File: src/rtl/core/tpo_pkg.sv
`timescale 1ns / 1ps
// tpo_pkg: widths, payload types and helpers of the triangle pair overlap test.
// Used by every file of the block but tpo_checker; depends on nothing.

package tpo_pkg;

   localparam int COORD_BITS = 16;
   // difference of two coordinates
   localparam int DIFF_BITS  = COORD_BITS + 1;
   // product of two differences
   localparam int PROD_BITS  = 2 * DIFF_BITS;
   // difference of two products, exact
   localparam int CROSS_BITS = PROD_BITS + 1;
   localparam int NUM_CROSS  = 14;

   typedef struct packed {
      logic signed [COORD_BITS-1:0] x;
      logic signed [COORD_BITS-1:0] y;
   } point_type;

   typedef struct packed {
      logic signed [DIFF_BITS-1:0] x;
      logic signed [DIFF_BITS-1:0] y;
   } vec_type;

   // all edge vectors needed by the cross products, named by end and start point
   typedef struct packed {
      vec_type cp;
      vec_type bp;
      vec_type pq;
      vec_type bq;
      vec_type qc;
      vec_type bc;
      vec_type cq;
      vec_type qb;
      vec_type cb;
      vec_type pb;
      vec_type pc;
   } diff_set_type;

   typedef struct packed {
      logic pos;
      logic neg;
   } sign_type;

   typedef sign_type [NUM_CROSS-1:0] sign_set_type;

   // load enables of the four pipeline stages
   typedef struct packed {
      logic s1;
      logic s2;
      logic s3;
      logic s4;
   } pipe_ctl_type;

   function automatic vec_type vsub(point_type a, point_type b);
      vec_type r;
      r.x = DIFF_BITS'(a.x) - DIFF_BITS'(b.x);
      r.y = DIFF_BITS'(a.y) - DIFF_BITS'(b.y);
      return r;
   endfunction

   // nonzero and equal signs
   function automatic logic same_side(sign_type a, sign_type b);
      return (a.pos && b.pos) || (a.neg && b.neg);
   endfunction

endpackage

File: src/rtl/core/tpo_cross.sv
`timescale 1ns / 1ps
// tpo_cross: sign of the 2d cross product u.x*v.y - u.y*v.x, exact.
// Two stages: products, then difference and sign. Depends on tpo_pkg.

module tpo_cross (
   input  logic                  clock,
   input  logic                  reset,
   input  tpo_pkg::pipe_ctl_type ctl,
   input  tpo_pkg::vec_type      u,
   input  tpo_pkg::vec_type      v,
   output tpo_pkg::sign_type     sign_ff
);

   localparam int PW = tpo_pkg::PROD_BITS;
   localparam int CW = tpo_pkg::CROSS_BITS;

   logic signed [PW-1:0] prod_p_in;
   logic signed [PW-1:0] prod_q_in;
   logic signed [PW-1:0] prod_p_ff;
   logic signed [PW-1:0] prod_q_ff;
   logic signed [CW-1:0] cross_diff;
   tpo_pkg::sign_type    sign_in;

   assign prod_p_in = PW'(u.x) * PW'(v.y);
   assign prod_q_in = PW'(u.y) * PW'(v.x);

   always_comb begin
      cross_diff  = CW'(prod_p_ff) - CW'(prod_q_ff);
      sign_in.neg = cross_diff[CW-1];
      sign_in.pos = !cross_diff[CW-1] && (|cross_diff);
   end

   always_ff @(posedge clock) begin
      if (ctl.s2) begin
         prod_p_ff <= prod_p_in;
         prod_q_ff <= prod_q_in;
      end
   end

   always_ff @(posedge clock) begin
      if (reset) begin
         sign_ff <= '0;
      end else if (ctl.s3) begin
         sign_ff <= sign_in;
      end
   end

endmodule

File: config.mk
export PLATFORM = sky130hd
export DESIGN_NAME = tpo_cross
export DESIGN_NICKNAME = d
export VERILOG_FILES = /design/src/rtl/core/tpo_pkg.sv /design/src/rtl/core/tpo_cross.sv
export SDC_FILE = /design/constraint.sdc
export NUM_CORES = 2
export LEC_CHECK = 0
export ABC_AREA = 1
export BUFFER_PORTS_ARGS = -buffer_cell sky130_fd_sc_hd__buf_2
export CAP_MARGIN = 20
export CORE_MARGIN = 2
export CORE_UTILIZATION = 25
export CTS_CLUSTER_DIAMETER = 50
export CTS_CLUSTER_SIZE = 40
export DETAILED_ROUTE_END_ITERATION = 10
export SYNTH_ARGS = -nofsm -noshare
export SYNTH_HDL_FRONTEND = slang
export SYNTH_SLANG_ARGS = --single-unit
File: constraint.sdc
create_clock -name clock -period 10 [get_ports clock]
set_input_delay 2 -clock clock [delete_from_list [all_inputs] [get_ports clock]]
set_output_delay 2 -clock clock [all_outputs]
set_load 0.05 [all_outputs]
* Word-level counts from Yosys, hierarchy flattened
Cells that the tools add are included.
** Word-level totals
- Register bits after elaboration :: 70
- Bits in latches :: 0
- Memory bits (writable) :: 0
- Memory bits (read-only) :: 0
- Bits of input ports :: 74
- Output and inout bits :: 2
- Word-level logic and storage cells :: 10
- Memories :: 0
** Operators by class
- Add/sub/neg operators :: 1
- $mul :: 2
- Divide/modulo/power cells :: 0
- Magnitude comparators :: 0
- Equal/unequal tests :: 0
- Shifts and indexed selects :: 0
- Multiplexer cells :: 0
- Bitwise logic cells :: 0
- Reduce and logical (&&, ||, !) cells :: 3
** Operator list (number)
- $mul 17x17->34 :: 2
- $reduce_or 35->1 :: 1
- $sub 34x34->35 :: 1
- $logic_and 1x1->1 :: 1
- $logic_not 1->1 :: 1

* Longest topological paths before layout
- Word-level depth :: 3
- Mapped depth :: 29
- Gate-level depth less buffers :: 27

* Worst setup path after synthesis
No wires, ideal clock.
- Path type :: input to register
- Start :: input u[33] (netlist name)
- End :: register prod_p_ff[33] (data pin)
- Data arrival time :: 7.296 ns
- Required time :: 9.740 ns
- Slack :: 2.444 ns
- Stages :: 20
- Path through :: clkbuf_1 clkbuf_1 nand2_1 inv_1 fa_1 fa_1 fa_1 fa_1 fa_1 inv_1 fa_1 inv_1 ha_1 nand2_1 nor4_1 nand2_1 o211ai_2 nand3_1 nand3_1 xor2_1
** On the way
- Word-level cells in the longest chain between the ends :: 1
** Ends and longest elaborated chain
- start: declaration :: line tpo_cross.sv:9 : input tpo_pkg::vec_type u,
- $mul 17x17->34 :: line tpo_cross.sv:24 : assign prod_p_in = PW'(u.x) * PW'(v.y);
- via prod_p_in[33] :: line tpo_cross.sv:17 : logic signed [PW-1:0] prod_p_in;
- end signal: assignment :: line tpo_cross.sv:35 : prod_p_ff <= prod_p_in;
- end: declaration :: line tpo_cross.sv:19 : logic signed [PW-1:0] prod_p_ff;
The timed path passes the listed nets, and every way through them passes these cells.
A chain may end at the register's enable or synchronous reset.

* Worst setup path after layout
- Start :: input v[2] (netlist name)
- End :: register prod_p_ff[33] (data pin)
** On the way
- Word-level cells in the longest chain between the ends :: 1
** Ends and longest elaborated chain
- start: declaration :: line tpo_cross.sv:10 : input tpo_pkg::vec_type v,
- $mul 17x17->34 :: line tpo_cross.sv:24
- via prod_p_in[33] :: line tpo_cross.sv:17
The timed path passes the listed nets, and every way through them passes these cells.

==> impl_metrics.ini <==
[detailed_routing]
ant_nets = 0
wire_per_inst_um = 12.52
drc = 0
drt-initial-drc-count = 1034
routed-via-count = 20536
vias_per_cell = 4.106
dr.pass1.iters = 5
finalWirelength_um = 62610

[timing]
fin_skew_ps = 8.644
rsz0062_at_grt = false
setup_tns_ps = 0
min_period_over_period_pct = 75.72
worstMarginPinSlew_ps = 927.6
drv_slew = 0
finalHoldViolations = 0
setup_violations = 0
slew_headroom_pct = 38.16
timing.fmax_mhz = 132.1
fin_ws_ps = 2428
post-route-min-period_ps = 7572

[layout]
layout-drive-gt1-share_pct = 4.330
postLayoutCoreUtil_pct = 26.93
stdcell_count = 5001
multi_input_area_um2 = 20790
syn_to_final_growth_pct = 7.329
regArea_um2 = 2082
fin_nets = 4377
fillers = 12081

[logic_synthesis]
netlist-cell-type-count = 45
ys.flop_type = edfxtp_1
ys_seq_area_share_pct = 7.528
avgSynthCellArea_um2 = 7.780
synth_nets = 4426
ys.warnings.count = 0
synth-seq-cells = 70
synthArstFlopShare_pct = 0
synth_edf_count = 68
syn_area_um2 = 27660
netlist_instances = 3555

[grt]
grt_usage_pct = 11.76
overflow = 0
grt_max_degree = 69
grt_pass1_wl_um = 108600
grt_pass1_vias = 22122
grt_antenna_before_repair = 4

[placed_design]
gp_congestion = 0.8858
io_buffers = 73
dpl.cell_count = 4983
place_hpwl_um = 53930
pre_cts_slack_ps = 2102

[die]
dieHeight_um = 336.6
die_w_um = 336.6
row_count = 122
initial_core_util_pct = 25.10
io_pins = 76
dieArea_um2 = 113300
fp.coreArea_um2 = 110200

[setup_path]
start_kind = input port
critPathRequiredTime_ps = 10080
critical_path_class = input port to flip-flop
worstPathArrival_ps = 7650
end_kind = flip-flop
crit_fanout = 17

[clocking]
cts_buffer_depth = 2
clk_latency_ps = 350
post_cts_buffers = 0
cts.sinks = 70
cts_tree = yes
clkTransAtPathRegs_ps = 60
postCtsHoldBufs = 0
cts-root-buf = clkbuf_16
h-tree-depth = 3
cts_resized = 0
cts_inserted_buffers = 9

[job]
maxCapViolations = 0

[worst_hold_path]
worstHoldPathType = flip-flop to flip-flop

[status]
status = complete, no violations
final cells by class:
cell class	count	share of cell area [%]
inverters	1140	14.42
well taps	1488	6.272
diodes	3	0.02529
clock inverters	6	0.2107
flip-flops and latches	70	7.014
multi-input cells	2211	70.05
clock buffers	9	0.7587
repair buffers	74	1.256
cell usage after synthesis, types with 2 or more instances:
| cell | count | area (um2) |
|---|---|---|
| a21boi_2 | 2 | 22.52 |
| a21o_1 | 7 | 52.55 |
| a21oi_1 | 87 | 435.4 |
| a31oi_1 | 5 | 31.28 |
| and2_1 | 2 | 12.51 |
| clkbuf_1 | 134 | 503.0 |
| clkinv_1 | 3 | 11.26 |
| dfxtp_1 | 2 | 40.04 |
| edfxtp_1 | 68 | 2042 |
| fa_1 | 593 | 11870 |
| ha_1 | 204 | 2552 |
| inv_1 | 1124 | 4219 |
| inv_2 | 13 | 48.80 |
| nand2_1 | 912 | 3423 |
| nand2_2 | 20 | 125.1 |
| nand3_1 | 52 | 260.3 |
| nand3_2 | 2 | 20.02 |
| nand4_1 | 18 | 112.6 |
| nor2_1 | 119 | 446.7 |
| nor2_2 | 7 | 43.79 |
| nor2_4 | 4 | 45.04 |
| nor3_1 | 11 | 55.05 |
| nor4_1 | 7 | 43.79 |
| o2111ai_1 | 3 | 26.28 |
| o211ai_1 | 3 | 22.52 |
| o211ai_2 | 2 | 25.02 |
| o21a_1 | 6 | 45.04 |
| o21ai_0 | 31 | 155.2 |
| o21ai_1 | 3 | 15.01 |
| o21ai_2 | 3 | 26.28 |
| o21bai_1 | 4 | 30.03 |
| o221ai_1 | 2 | 17.52 |
| or2_2 | 7 | 43.79 |
| xnor2_1 | 38 | 332.8 |
| xor2_1 | 47 | 411.6 |
logic make-up after synthesis:
family | after synthesis | synth area share [%]
adder cells (fa/ha/maj) | 797 | 52.15
buffers and inverters | 1274 | 17.29
XOR/XNOR | 85 | 2.692
flip-flops | 70 | 7.528
AND/OR/NAND/NOR | 1165 | 16.87
AO/OA/AOI/OAI | 164 | 3.465
cells in the final DEF, fill, tap and decap left out, types with 3 or more instances in the layout:
| cell type | count |
|---|---|
| nor2_1 | 119 |
| o21ai_0 | 31 |
| o211ai_1 | 3 |
| diode_2 | 3 |
| a21oi_1 | 87 |
| fa_1 | 593 |
| o21ai_1 | 3 |
| nor2_2 | 7 |
| xnor2_1 | 38 |
| nand2_1 | 912 |
| nor3_1 | 11 |
| or2_2 | 7 |
| inv_2 | 13 |
| xor2_1 | 47 |
| clkinv_1 | 4 |
| nor2_4 | 4 |
| nand2_2 | 20 |
| a31oi_1 | 5 |
| inv_1 | 1124 |
| clkbuf_16 | 9 |
| o2111ai_1 | 3 |
| o21ai_2 | 3 |
| ha_1 | 204 |
| nor4_1 | 7 |
| nand4_1 | 18 |
| buf_2 | 73 |
| a21o_1 | 7 |
| o21a_1 | 6 |
| o21bai_1 | 4 |
| edfxtp_1 | 68 |
| nand3_1 | 52 |
state kept, by name, indices dropped and copies added, names as in the netlist:
register	flops
prod_p_ff	34
sign_ff	2
prod_q_ff	34
path summary, 6_finish.rpt:
path / endpoint / cells past startpoint / slack, ps / start
max: prod_p_ff[33] / 19 / 2430 / v[2]
min: sign_ff[1] / 2 / 540 / sign_ff[1]
min reg2reg: sign_ff[1] / 2 / 540 / sign_ff[1]
max reg2reg: sign_ff[1] / 16 / 7010 / prod_q_ff[0]
metrics by stage:
stage | cell area [um2] | hold WS [ps]
global route | 29680 | 570.9
floorplan | 27660 | 754.9
finish | 29680 | 535.9
CTS | 29680 | 542.1
global placement | 29390 | 510.3
detailed placement | 29390 | 513.9
per-layer routing:
| layer | vias to the layer above | routed length, um | GRT usage, % |
|---|---|---|---|
| met5 | - | 27 | 0 |
| met4 | 4 | 1157 | 2.356 |
| met3 | 64 | 2226 | 1.369 |
| met2 | 299 | 33070 | 21.94 |
| met1 | 10236 | 26130 | 14.46 |
| li1 | 9933 | - | - |
worst max-delay path, stage by stage:
cell      delay, ps
buf_2           320
nand2_1         160
inv_1           140
fa_1            540
fa_1            870
fa_1            520
fa_1            500
fa_1            490
inv_1            50
fa_1            470
inv_1            40
ha_1            340
nand2_1         150
nor4_1          410
nand2_1         110
o211ai_2        250
nand3_1         100
nand3_1          90
xor2_1           70
Power is left out: the tool's default activity adds up to more than one toggle a clock period on the data nets, which glitch-free logic cannot reach.
